<file path="config.mk">
export PLATFORM = sky130hd
export DESIGN_NAME = firmware_update_receiver
export DESIGN_NICKNAME = d
export VERILOG_FILES = /design/src/rtl/core/fwu_pkg.sv /design/src/rtl/core/fwu_front.sv /design/src/rtl/core/fwu_queue.sv /design/src/rtl/core/fwu_back.sv /design/src/rtl/core/firmware_update_receiver.sv
export SDC_FILE = /design/constraint.sdc
export NUM_CORES = 1
export LEC_CHECK = 0
export BUFFER_PORTS_ARGS = -buffer_cell sky130_fd_sc_hd__clkbuf_2
export CORE_MARGIN = 5
export CORE_UTILIZATION = 50
export CTS_BUF_LIST = sky130_fd_sc_hd__clkbuf_8
export DETAILED_ROUTE_END_ITERATION = 8
export PLACE_DENSITY = 0.76
export SKIP_LAST_GASP = 1
export SYNTH_ARGS = -nofsm -noshare
export SYNTH_HDL_FRONTEND = slang
export SYNTH_SLANG_ARGS = --single-unit
</file>
<file path="constraint.sdc">
create_clock -name clk -period 6.65 [get_ports clk]
set_clock_uncertainty 0.05 [all_clocks]
set_input_delay 0 -clock clk [delete_from_list [all_inputs] [get_ports clk]]
set_output_delay 0 -clock clk [all_outputs]
set_load 0.01 [all_outputs]
</file>
<file path="src/rtl/core/fwu_pkg.sv">
// Shared types and constants of the firmware update receiver.
package fwu_pkg;

  localparam logic [31:0] IMAGE_BASE       = 32'd134234112;
  localparam logic [31:0] FLASH_LIMIT      = 32'd134283264;
  localparam logic [3:0]  RETRY_LIMIT      = 4'd10;
  localparam logic [7:0]  FULL_PIECE_BYTES = 8'd100;
  localparam logic [7:0]  HEADER_BYTES     = 8'd7;
  localparam logic [15:0] STATUS_PAYLOAD   = 16'hFF;
  localparam logic [7:0]  NODE_ID_RESET    = 8'd1;

  // Operation codes of a received item.
  localparam logic [2:0] OP_TICK   = 3'd0;
  localparam logic [2:0] OP_START  = 3'd1;
  localparam logic [2:0] OP_DATA   = 3'd2;
  localparam logic [2:0] OP_STATUS = 3'd3;

  // Kinds of frame that the receiver sends.
  localparam logic SEND_REQUEST = 1'b0;
  localparam logic SEND_STATUS  = 1'b1;

  localparam int QUEUE_DEPTH = 2;
  localparam int QPTR_W      = $clog2(QUEUE_DEPTH);
  localparam int QCNT_W      = $clog2(QUEUE_DEPTH + 1);

  localparam int IN_DATA_W  = 40;
  localparam int OUT_DATA_W = 80;

  typedef enum logic [1:0] {
    CMD_TICK,
    CMD_START,
    CMD_DATA,
    CMD_STATUS
  } cmd_kind_t;

  typedef struct packed {
    cmd_kind_t   kind;
    logic [7:0]  port;
    logic [7:0]  id;
    logic [15:0] seq;
    logic [7:0]  count;
    logic        misaligned;
  } fwu_cmd_t;

endpackage

</file>
<file path="src/rtl/core/fwu_front.sv">
// Front end: decodes received items into commands for the queue.
module fwu_front
  import fwu_pkg::*;
(
  input  logic                 s_axis_tvalid,
  output logic                 s_axis_tready,
  input  logic [IN_DATA_W-1:0] s_axis_tdata,
  input  logic [2:0]           s_axis_tuser,
  output logic                 cmd_valid,
  input  logic                 cmd_ready,
  output fwu_cmd_t             cmd
);

  logic [7:0] count;

  // Payload count wraps modulo 256 for frames shorter than the header.
  assign count = s_axis_tdata[39:32] - HEADER_BYTES;

  assign s_axis_tready = cmd_ready;

  always_comb begin
    cmd.port       = s_axis_tdata[7:0];
    cmd.id         = s_axis_tdata[15:8];
    cmd.seq        = s_axis_tdata[31:16];
    cmd.count      = count;
    cmd.misaligned = (count[1:0] != 2'b00);
    cmd.kind       = CMD_TICK;
    cmd_valid      = s_axis_tvalid;
    unique case (s_axis_tuser)
      OP_TICK:   cmd.kind = CMD_TICK;
      OP_START:  cmd.kind = CMD_START;
      OP_DATA:   cmd.kind = CMD_DATA;
      OP_STATUS: cmd.kind = CMD_STATUS;
      default: begin
        // Other commands are taken and dropped here.
        cmd_valid = 1'b0;
      end
    endcase
  end

endmodule

</file>
<file path="src/rtl/core/fwu_queue.sv">
// Small command queue between the front end and the back end.
module fwu_queue
  import fwu_pkg::*;
(
  input  logic     clk,
  input  logic     rst,
  input  logic     in_valid,
  output logic     in_ready,
  input  fwu_cmd_t in_cmd,
  output logic     out_valid,
  input  logic     out_ready,
  output fwu_cmd_t out_cmd
);

  fwu_cmd_t            entries [QUEUE_DEPTH];
  logic [QPTR_W-1:0]   wr_ptr;
  logic [QPTR_W-1:0]   rd_ptr;
  logic [QCNT_W-1:0]   fill;
  logic                push;
  logic                pop;

  assign in_ready  = (fill != QCNT_W'(QUEUE_DEPTH));
  assign out_valid = (fill != '0);
  assign out_cmd   = entries[rd_ptr];
  assign push      = in_valid && in_ready;
  assign pop       = out_valid && out_ready;

  always_ff @(posedge clk) begin
    if (push) begin
      entries[wr_ptr] <= in_cmd;
    end
  end

  always_ff @(posedge clk) begin
    if (rst) begin
      wr_ptr <= '0;
      rd_ptr <= '0;
      fill   <= '0;
    end else begin
      if (push) begin
        wr_ptr <= (wr_ptr == QPTR_W'(QUEUE_DEPTH - 1)) ? '0 : wr_ptr + 1'b1;
      end
      if (pop) begin
        rd_ptr <= (rd_ptr == QPTR_W'(QUEUE_DEPTH - 1)) ? '0 : rd_ptr + 1'b1;
      end
      if (push && !pop) begin
        fill <= fill + 1'b1;
      end else if (pop && !push) begin
        fill <= fill - 1'b1;
      end
    end
  end

`ifndef SYNTHESIS
  a_fill_bounded: assert property (@(posedge clk) disable iff (rst)
    fill <= QCNT_W'(QUEUE_DEPTH))
    else $error("queue fill above depth");
`endif

endmodule

</file>
<file path="src/rtl/core/fwu_back.sv">
// Back end: protocol state, command execution and the result register.
module fwu_back
  import fwu_pkg::*;
(
  input  logic                  clk,
  input  logic                  rst,
  input  logic                  cfg_wr_en,
  input  logic [7:0]            cfg_wr_data,
  input  logic                  cmd_valid,
  output logic                  cmd_ready,
  input  fwu_cmd_t              cmd,
  output logic                  m_axis_tvalid,
  input  logic                  m_axis_tready,
  output logic [OUT_DATA_W-1:0] m_axis_tdata,
  output logic [0:0]            m_axis_tuser
);

  logic [7:0]  node_id;
  logic [15:0] expected_sequence;
  logic [31:0] write_pointer;
  logic [3:0]  retry_count;
  logic [7:0]  peer_port;
  logic        erased_flag;

  logic [15:0] expected_sequence_next;
  logic [31:0] write_pointer_next;
  logic [3:0]  retry_count_next;
  logic [7:0]  peer_port_next;
  logic        erased_flag_next;

  logic        has_result;
  logic        send_valid;
  logic        send_kind;
  logic [7:0]  send_id;
  logic [15:0] send_payload;
  logic        erase_image;
  logic        write_valid;
  logic [31:0] write_address;
  logic [7:0]  write_length;
  logic        write_rejected;
  logic        boot_image;
  logic [32:0] piece_end;
  logic        pop;

  assign cmd_ready = !m_axis_tvalid || m_axis_tready;
  assign pop       = cmd_valid && cmd_ready;
  assign piece_end = {1'b0, write_pointer} + {25'd0, cmd.count};

  always_comb begin
    expected_sequence_next = expected_sequence;
    write_pointer_next     = write_pointer;
    retry_count_next       = retry_count;
    peer_port_next         = peer_port;
    erased_flag_next       = erased_flag;
    has_result             = 1'b0;
    send_valid             = 1'b0;
    send_kind              = SEND_REQUEST;
    send_id                = '0;
    send_payload           = '0;
    erase_image            = 1'b0;
    write_valid            = 1'b0;
    write_address          = '0;
    write_length           = '0;
    write_rejected         = 1'b0;
    boot_image             = 1'b0;
    unique case (cmd.kind)
      CMD_TICK: begin
        if (retry_count >= RETRY_LIMIT) begin
          retry_count_next = RETRY_LIMIT;
        end else begin
          retry_count_next = retry_count + 4'd1;
          has_result       = 1'b1;
          send_valid       = 1'b1;
          send_id          = node_id;
          send_payload     = expected_sequence;
        end
      end
      CMD_START: begin
        retry_count_next       = '0;
        expected_sequence_next = '0;
        write_pointer_next     = IMAGE_BASE;
        peer_port_next         = cmd.port;
        erase_image            = !erased_flag;
        erased_flag_next       = 1'b1;
        has_result             = 1'b1;
        send_valid             = 1'b1;
        send_id                = cmd.id;
      end
      CMD_DATA: begin
        if (cmd.seq == expected_sequence && cmd.port == peer_port) begin
          retry_count_next       = '0;
          write_rejected         = cmd.misaligned || (piece_end > {1'b0, FLASH_LIMIT});
          if (!write_rejected) begin
            erased_flag_next = 1'b0;
          end
          has_result             = 1'b1;
          write_valid            = 1'b1;
          write_address          = write_pointer;
          write_length           = cmd.count;
          write_pointer_next     = piece_end[31:0];
          expected_sequence_next = expected_sequence + 16'd1;
          if (cmd.count < FULL_PIECE_BYTES) begin
            boot_image = 1'b1;
          end else begin
            send_valid   = 1'b1;
            send_id      = node_id;
            send_payload = expected_sequence_next;
          end
        end
      end
      CMD_STATUS: begin
        has_result   = 1'b1;
        send_valid   = 1'b1;
        send_kind    = SEND_STATUS;
        send_id      = node_id;
        send_payload = STATUS_PAYLOAD;
      end
      default: begin
        has_result = 1'b0;
      end
    endcase
  end

  always_ff @(posedge clk) begin
    if (rst) begin
      node_id           <= NODE_ID_RESET;
      expected_sequence <= '0;
      write_pointer     <= IMAGE_BASE;
      retry_count       <= RETRY_LIMIT;
      peer_port         <= '0;
      erased_flag       <= 1'b0;
      m_axis_tvalid     <= 1'b0;
    end else begin
      if (cfg_wr_en) begin
        node_id <= cfg_wr_data;
      end
      if (pop) begin
        expected_sequence <= expected_sequence_next;
        write_pointer     <= write_pointer_next;
        retry_count       <= retry_count_next;
        peer_port         <= peer_port_next;
        erased_flag       <= erased_flag_next;
        m_axis_tvalid     <= has_result;
      end else if (m_axis_tready) begin
        m_axis_tvalid <= 1'b0;
      end
    end
  end

  always_ff @(posedge clk) begin
    if (pop && has_result) begin
      m_axis_tdata <= {3'b000, boot_image, write_rejected, write_length, write_address,
                       write_valid, erase_image, send_payload, send_id,
                       (send_valid ? peer_port_next : 8'd0), send_valid};
      m_axis_tuser <= send_kind;
    end
  end

`ifndef SYNTHESIS
  a_retry_bounded: assert property (@(posedge clk) disable iff (rst)
    retry_count <= RETRY_LIMIT)
    else $error("retry count above limit");

  a_boot_with_write: assert property (@(posedge clk) disable iff (rst)
    (m_axis_tvalid && m_axis_tdata[76]) |-> (m_axis_tdata[34] && !m_axis_tdata[0]))
    else $error("boot request without a final write");

  a_erase_on_start: assert property (@(posedge clk) disable iff (rst)
    (m_axis_tvalid && m_axis_tdata[33]) |->
      (m_axis_tdata[0] && m_axis_tdata[32:17] == 16'd0 && !m_axis_tdata[34]))
    else $error("erase request outside a start reply");

  a_result_from_pop: assert property (@(posedge clk) disable iff (rst)
    $rose(m_axis_tvalid) |-> $past(pop))
    else $error("result appeared without a command");
`endif

endmodule

</file>
<file path="src/rtl/core/firmware_update_receiver.sv">
// Top level of the firmware update receiver.
// An accepted item is registered in the queue and then loads the result
// register; a result stall on the output side can hold it in the queue.
// Throughput: one item per cycle while the queue has room; the back end retires
// one command per cycle while the result register is free or being drained.
// Reset (rst, synchronous): queue empty, no result pending, node id 1,
// sequence 0, write address at the image base, retry count at its limit.
module firmware_update_receiver
  import fwu_pkg::*;
(
  input  logic                  clk,
  input  logic                  rst,
  // Node id register write.
  input  logic                  cfg_wr_en,
  input  logic [7:0]            cfg_wr_data,
  // Received frames and idle ticks.
  input  logic                  s_axis_tvalid,
  output logic                  s_axis_tready,
  // tdata, from bit 0: frame_port[7:0], frame_id[15:8], frame_sequence[31:16],
  // frame_length[39:32].
  input  logic [IN_DATA_W-1:0]  s_axis_tdata,
  // tuser: operation[2:0].
  input  logic [2:0]            s_axis_tuser,
  // Results.
  output logic                  m_axis_tvalid,
  input  logic                  m_axis_tready,
  // tdata, from bit 0: send_valid[0], send_port[8:1], send_id[16:9],
  // send_payload[32:17], erase_image[33], write_valid[34],
  // write_address[66:35], write_length[74:67], write_rejected[75],
  // boot_image[76], zero fill[79:77].
  output logic [OUT_DATA_W-1:0] m_axis_tdata,
  // tuser: send_kind[0].
  output logic [0:0]            m_axis_tuser
);

  // The front end decodes each transfer into a command and drops unknown
  // operations. Commands wait in a short queue so that the input side keeps
  // moving while a result stalls on the output side.
  logic     front_valid;
  logic     front_ready;
  fwu_cmd_t front_cmd;
  logic     back_valid;
  logic     back_ready;
  fwu_cmd_t back_cmd;

  fwu_front u_front (
    .s_axis_tvalid (s_axis_tvalid),
    .s_axis_tready (s_axis_tready),
    .s_axis_tdata  (s_axis_tdata),
    .s_axis_tuser  (s_axis_tuser),
    .cmd_valid     (front_valid),
    .cmd_ready     (front_ready),
    .cmd           (front_cmd)
  );

  fwu_queue u_queue (
    .clk       (clk),
    .rst       (rst),
    .in_valid  (front_valid),
    .in_ready  (front_ready),
    .in_cmd    (front_cmd),
    .out_valid (back_valid),
    .out_ready (back_ready),
    .out_cmd   (back_cmd)
  );

  // The back end owns all protocol state, so commands update it strictly in
  // arrival order; a command that yields no frame still retires.
  fwu_back u_back (
    .clk           (clk),
    .rst           (rst),
    .cfg_wr_en     (cfg_wr_en),
    .cfg_wr_data   (cfg_wr_data),
    .cmd_valid     (back_valid),
    .cmd_ready     (back_ready),
    .cmd           (back_cmd),
    .m_axis_tvalid (m_axis_tvalid),
    .m_axis_tready (m_axis_tready),
    .m_axis_tdata  (m_axis_tdata),
    .m_axis_tuser  (m_axis_tuser)
  );

endmodule

</file>
==> results of run 1 <==
per-stage QoR:
step	hold slack [ns]	cells
global placement	0.139	1336
CTS	0.0415	1475
floorplan	0.0489	980
detailed placement	0.143	1336
finish	0.0595	1475
global route	0.0849	1475
sequential cells by signal (all words and copies together) (netlist names), named ones only:
| register | cells |
|---|---|
| u_back.erased_flag | 1 |
| u_back.expected_sequence | 16 |
| u_back.m_axis_tdata | 77 |
| u_back.m_axis_tuser | 1 |
| u_back.m_axis_tvalid | 1 |
| u_back.node_id | 8 |
| u_back.peer_port | 8 |
| u_back.retry_count | 4 |
| u_back.write_pointer | 32 |
| u_queue.entries | 86 |
| u_queue.fill | 2 |
| u_queue.rd_ptr | 1 |
| u_queue.wr_ptr | 1 |
critical path, delay by kind of cell (launching register included):
kind	cells	cell delay [ns]
buffers and inverters	5	2.06
flip-flops	1	0.96
AND/OR/NAND/NOR	1	0.66
multiplexers	1	0.34
adder cells (fa/ha/maj)	1	0.50
AO/OA/AOI/OAI	1	0.27
per-layer routing:
| metal | vias up | part of all wire (%) | track usage [%] |
|---|---|---|---|
| met5 | - | 0 | 0 |
| met3 | 61 | 6.3 | 4.02 |
| li1 | 3984 | - | - |
| met2 | 292 | 49 | 34.8 |
| met4 | 0 | 3.2 | 8.45 |
| met1 | 3968 | 41 | 25.7 |
power by group:
part | switching [mW] | internal (mW)
logic | 0.587 | 0.353
clock network | 0.606 | 0.667
registers | 0.120 | 1.86
cell type report:
cell class | instances | area, um^2 | area share (%)
Sequential cell | 239 | 6430 | 48.2
Multi-Input combinational cell | 640 | 4240 | 31.8
Timing Repair Buffer | 210 | 1400 | 10.5
Clock buffer | 41 | 564 | 4.24
Tap cell | 280 | 350 | 2.63
Clock inverter | 33 | 221 | 1.66
Inverter | 32 | 121 | 0.911
worst paths after layout:
| kind | from | endpoint | slack, ns | depth (start not counted) |
|---|---|---|---|---|
| hold / removal | rst | u_back.write_pointer[4] | 0.06 | 3 |
| setup / recovery | register | u_back.m_axis_tdata[23] | 1.41 | 9 |
| hold reg to reg | u_queue.fill[1] | u_queue.fill[1] | 0.47 | 2 |
| setup reg to reg | register | u_back.m_axis_tdata[23] | 1.41 | 9 |
repair_timing:
item,in CTS,in global routing
hold buffers,65,0
resized for setup,0,0
endpoints found under the setup margin,0,0
hold endpoints to repair,96,0
cell usage in the layout, fill, tap and decap left out, types with 16 or more instances in the layout:
cell type        n
edfxtp_1       164
clkbuf_2       135
nor2_1          84
dfxtp_1         74
dlygate4sd3_1   65
a21oi_1         62
nand2_1         56
mux2i_1         45
and2_1          41
clkbuf_8        41
inv_1           35
xnor2_1         32
a211oi_1        27
nand3_1         26
xor2_1          25
o21ai_0         24
a311oi_1        20
ha_1            19
or3_1           16
cells by family (layout without fill, tap and decap cells):
kind of cell	after synthesis	in the layout
xor+xnor	57	57
other cells	1	3
simple gates	305	305
buf+inv	101	316
flops	239	239
fa+ha+maj	20	20
mux	51	51
compound gates	204	204
==> results.cfg, run 1 <==
[sta]
fin_tns_setup_ns = 0
fmax_ghz = 0.191
setup_viol = 0
layout_setup_ws_ns = 1.41
drv_slew = 0
rsz0062_at_grt = no
fin_crit_ns = 5.24
slew_headroom_pct = 24.7
fin_crit_sh_pct = 78.8
worst_pin_slew_ns = 1.13
hold_viol = 0

[cts]
path_clk_slew_ns = 0.06
post_cts_buffers = 0
insertion_delay_ns = 0.56
cts_root_buf = clkbuf_8
cts_num_sinks = 239
h-tree-depth = 2
cts_tree = built
clk_path_buf_depth = 3
cts_buffers = 40

[floorplanning]
die_h_um = 159
core_area_mm2 = 0.0218
rows = 54
die_w_um = 159
initial_core_util_pct = 50.7
pin_count = 139
dieArea_mm2 = 0.0252

[yosys]
synth_area_leaders = edfxtp_1, dfxtp_1, mux2i_1, nor2_1, a21oi_1
seq_area_frac_synth_pct = 58.1
yosysWarningCount = 0
synth_edf_count = 164
avgSynthCellArea_um2 = 11.3
yosysTopAreaCellShare_pct = 44.5
async_reset_ff_share_pct = 0
synthSimpleGateAreaFrac_pct = 14.2
netlist_instances = 978
synth_xor_area_share_pct = 4.52
muxShareOfSynthArea_pct = 4.83
ys_seq_elements = 239
synth.distinct_cells = 66
synthAdderAreaFrac_pct = 2.33
synth_area_mm2 = 0.0111
synthFlopType = edfxtp_1
synth_compound_area_share_pct = 12.2
synth_commonest_cells = edfxtp_1, nor2_1, dfxtp_1, a21oi_1, nand2_1
synth_top_family_by_area = simple AND/OR/NAND/NOR gates
post-synth-top-count-cell = edfxtp_1
synth.largest_area_cell = edfxtp_1

[outcome]
outcome = completed

[drt]
wl_per_cell_um = 18.2
drt-initial-drc-count = 644
antenna_left = 0
vias = 8305
wl_um = 26800
firstDrtPassIters = 5
drc = 0
vias_per_cell = 5.63

[final_layout]
nFillCells = 1752
syn_to_final_growth_pct = 20.5
fin_util_pct = 61.1
finalNetCount = 1239
post-route-cell-area_mm2 = 0.0133
drive_gt1_share_pct = 18.7
antennaDiodeCount = 0

[power_and_ir_drop]
finalPower_mw = 4.20
p_per_area_mw_per_mm2 = 315
ir_worst_vdd_mv = 0.207
leakagePower_nw = 4.85

[worst_setup_path]
worst_path_most_repeated_cell = inv_1
critPathMaxStageDelay_ns = 0.96
cp_max_fo = 34
arrival_ns = 5.39
end_kind = register
required_ns = 6.80
crit_path_start_kind = register
crit_type = register to register
crit_chain = mux2i_1, inv_1, ha_1, inv_1, or3_1, inv_1, o211ai_1, clkinv_2, buf_4
cp_slowest_cell = dfxtp_2

[global_route]
grt_max_degree = 74
grt_pass1_vias = 8352
gr-total-overflow = 0
antenna_found_initial = 0
grt_usage_pct = 20.5
grt_pass1_wl_um = 42600

[place]
placed_area_mm2 = 0.0119
routabilityCongestion = 0.885
portBuffers = 135
dp_hpwl_um = 17500
post-place-ws_ns = 1.44

[worst_hold_path]
min_path_type = input port to register

[flow_run]
drv_cap = 0
Note: power is estimated with default switching activity, not from simulation.
==> run 2, diff against run 1 <==
--- a/config.mk
+++ b/config.mk
@@ -5,12 +5,13 @@
 export SDC_FILE = /design/constraint.sdc
 export NUM_CORES = 1
 export LEC_CHECK = 0
+export ABC_AREA = 1
 export BUFFER_PORTS_ARGS = -buffer_cell sky130_fd_sc_hd__clkbuf_2
 export CORE_MARGIN = 5
 export CORE_UTILIZATION = 50
 export CTS_BUF_LIST = sky130_fd_sc_hd__clkbuf_8
 export DETAILED_ROUTE_END_ITERATION = 8
-export PLACE_DENSITY = 0.76
+export PLACE_DENSITY = 0.79
 export SKIP_LAST_GASP = 1
 export SYNTH_ARGS = -nofsm -noshare
 export SYNTH_HDL_FRONTEND = slang
==> constraint.sdc (replaced) <==
create_clock -name clk -period 4.3 [get_ports clk]
set_clock_uncertainty 0.05 [all_clocks]
set_input_delay 0 -clock clk [delete_from_list [all_inputs] [get_ports clk]]
set_output_delay 0 -clock clk [all_outputs]
set_load 0.01 [all_outputs]
==> results.cfg, run 2 <==
[outcome]
outcome = completed

[place]
routabilityCongestion = 0.944
portBuffers = 135
dp_hpwl_um = 20600

[global_route]
antenna_found_initial = 0
grt_pass1_vias = 9675
grt_pass1_wl_um = 49300
gr-total-overflow = 0
grt_max_degree = 55
grt_usage_pct = 23.4

[drt]
firstDrtPassIters = 8
wl_per_cell_um = 16.5
vias_per_cell = 5.27
drc = 0
drt-initial-drc-count = 868
vias = 9828
antenna_left = 0
wl_um = 30700

[yosys]
post-synth-top-count-cell = nand2_1
synthFlopType = edfxtp_1
synth.largest_area_cell = edfxtp_1
netlist_instances = 1329
seq_area_frac_synth_pct = 55.9
async_reset_ff_share_pct = 0
synth_area_mm2 = 0.0115
synth.distinct_cells = 45
ys_seq_elements = 239
yosysTopAreaCellShare_pct = 42.8
synth_area_leaders = edfxtp_1, dfxtp_1, nand2_1, nor2_1, inv_1
yosysWarningCount = 0
synth_edf_count = 164
avgSynthCellArea_um2 = 8.65
synth_commonest_cells = nand2_1, edfxtp_1, nor2_1, inv_1, a21oi_1

[cts]
clk_path_buf_depth = 3
h-tree-depth = 2
cts_tree = built
cts_root_buf = clkbuf_8
insertion_delay_ns = 0.54
cts_buffers = 39
postCtsResizedCells = 0
path_clk_slew_ns = 0.07
cts_num_sinks = 239

[final_layout]
finalNetCount = 1625
largest-register = u_queue.entries
antennaDiodeCount = 0
mostFrequentLayoutCells = nand2_1, edfxtp_1, nor2_1
drive_gt1_share_pct = 14.4
fin_util_pct = 61.7
top_regs = u_queue.entries (86), u_back.m_axis_tdata (77), u_back.write_pointer (32)
layout_commonest_cell = nand2_1
syn_to_final_growth_pct = 21.6
largest_reg_flops = 86

[flow_run]
drv_cap = 0

[worst_setup_path]
crit_type = register to register
cp_max_fo = 43
path_buf_inv = 2
critPathMaxStageDelay_ns = 0.43
cp_slowest_cell = buf_4
worst_path_most_repeated_cell = nand2_1
critPathTopFamily = simple AND/OR/NAND/NOR gates
required_ns = 4.51
crit_chain = buf_4, o21ai_0, inv_1, ha_1, fa_1, nand2_1, nand2_1, nand3_1, nand2_1, nand2_1, nor2_1, nand2_1, nand2_1, nand2_1, nor2_1, nand3_1, nor2_1, a21oi_1
end_kind = register
crit_path_start_kind = register
arrival_ns = 3.79

[sta]
fmax_ghz = 0.279
drv_slew = 0
worst_pin_slew_ns = 1.07
hold_viol = 0
fin_tns_setup_ns = 0
fin_crit_sh_pct = 83.2
rsz0062_at_grt = no
slew_headroom_pct = 28.9
fin_crit_ns = 3.58
setup_viol = 0

[power_and_ir_drop]
p_per_area_mw_per_mm2 = 557
finalPower_mw = 7.78
ir_worst_vdd_mv = 0.351
leakagePower_nw = 5.81

[worst_hold_path]
min_path_type = input port to register

[floorplanning]
die_w_um = 162
rows = 55
die_h_um = 162
pin_count = 139
initial_core_util_pct = 50.8
core_area_mm2 = 0.0226
dieArea_mm2 = 0.0261
run 2: cell types whose count changed in the layout (fill, tap and decap cells not counted), sizes merged, moves of 16 or more:
| cell | change |
|---|---|
| nand2 | +312 |
| a211oi | -24 |
| a21oi | +28 |
| nand3 | +54 |
| inv | +123 |
| o21ai | +41 |
| mux2i | -47 |
| or3 | -16 |
| nor2 | +75 |
| xnor2 | -30 |
| and2 | -42 |
| a311oi | -20 |
run 2: through the flow:
step	area [um^2]	setup slack (ns)	hold slack (ns)	instances
4_1_cts	14000	0.763	0.111	1864
5_1_grt	14000	0.374	0.129	1864
6_report	14000	0.722	0.144	1864
3_5_place_dp	12400	0.812	0.143	1718
3_3_place_gp	12400	0.925	0.141	1718
2_1_floorplan	11500	0.135	0.0489	1331
run 2: logic make-up (layout without fill, tap and decap cells):
kind of cell	Yosys count	after routing	share of synthesized area, %
AND/OR/NAND/NOR	659	659	23.6
flip-flops	239	239	55.9
buffers and inverters	190	438	6.91
AO/OA/AOI/OAI	183	183	8.45
XOR/XNOR	36	36	2.74
adder cells (fa/ha/maj)	20	20	2.24
other	1	3	0.0326
multiplexers	1	1	0.0871
run 2: layout make-up:
class                           count  area, um^2
Fill cell                        1850        8660
Sequential cell                   239        6430
Multi-Input combinational cell    902        4300
Timing Repair Buffer              223        1540
Clock buffer                       43         592
Inverter                          144         546
Tap cell                          285         357
Clock inverter                     28         224
run 2: repair_timing:
item	in CTS	in global routing
buffers inserted	0	0
hold buffers	75	0
hold endpoints to repair	127	0
run 2: path summary, 6_finish.rpt:
kind | startpoint | end | slack (ns) | cells after the start
hold reg to reg | u_back.erased_flag | u_back.erased_flag | 0.41 | 2
setup / recovery | register | u_back.m_axis_tdata[75] | 0.72 | 18
setup reg to reg | register | u_back.m_axis_tdata[75] | 0.72 | 18
hold / removal | s_axis_tdata[5] | u_queue.entries[1][38] | 0.14 | 2
run 2: metal layers:
layer / vias to the layer above / global-route usage, % / routed length, um
li1: 4800 / - / -
met1: 4524 / 29.9 / 12500
met2: 423 / 39.8 / 14800
met3: 81 / 4.06 / 2340
met4: 0 / 9.30 / 1060
met5: - / 0 / 0
run 2: power by group:
group	internal, mW	switching [mW]
combinational	0.781	1.68
sequential	3.03	0.244
clock	1.16	0.890
total	4.97	2.81
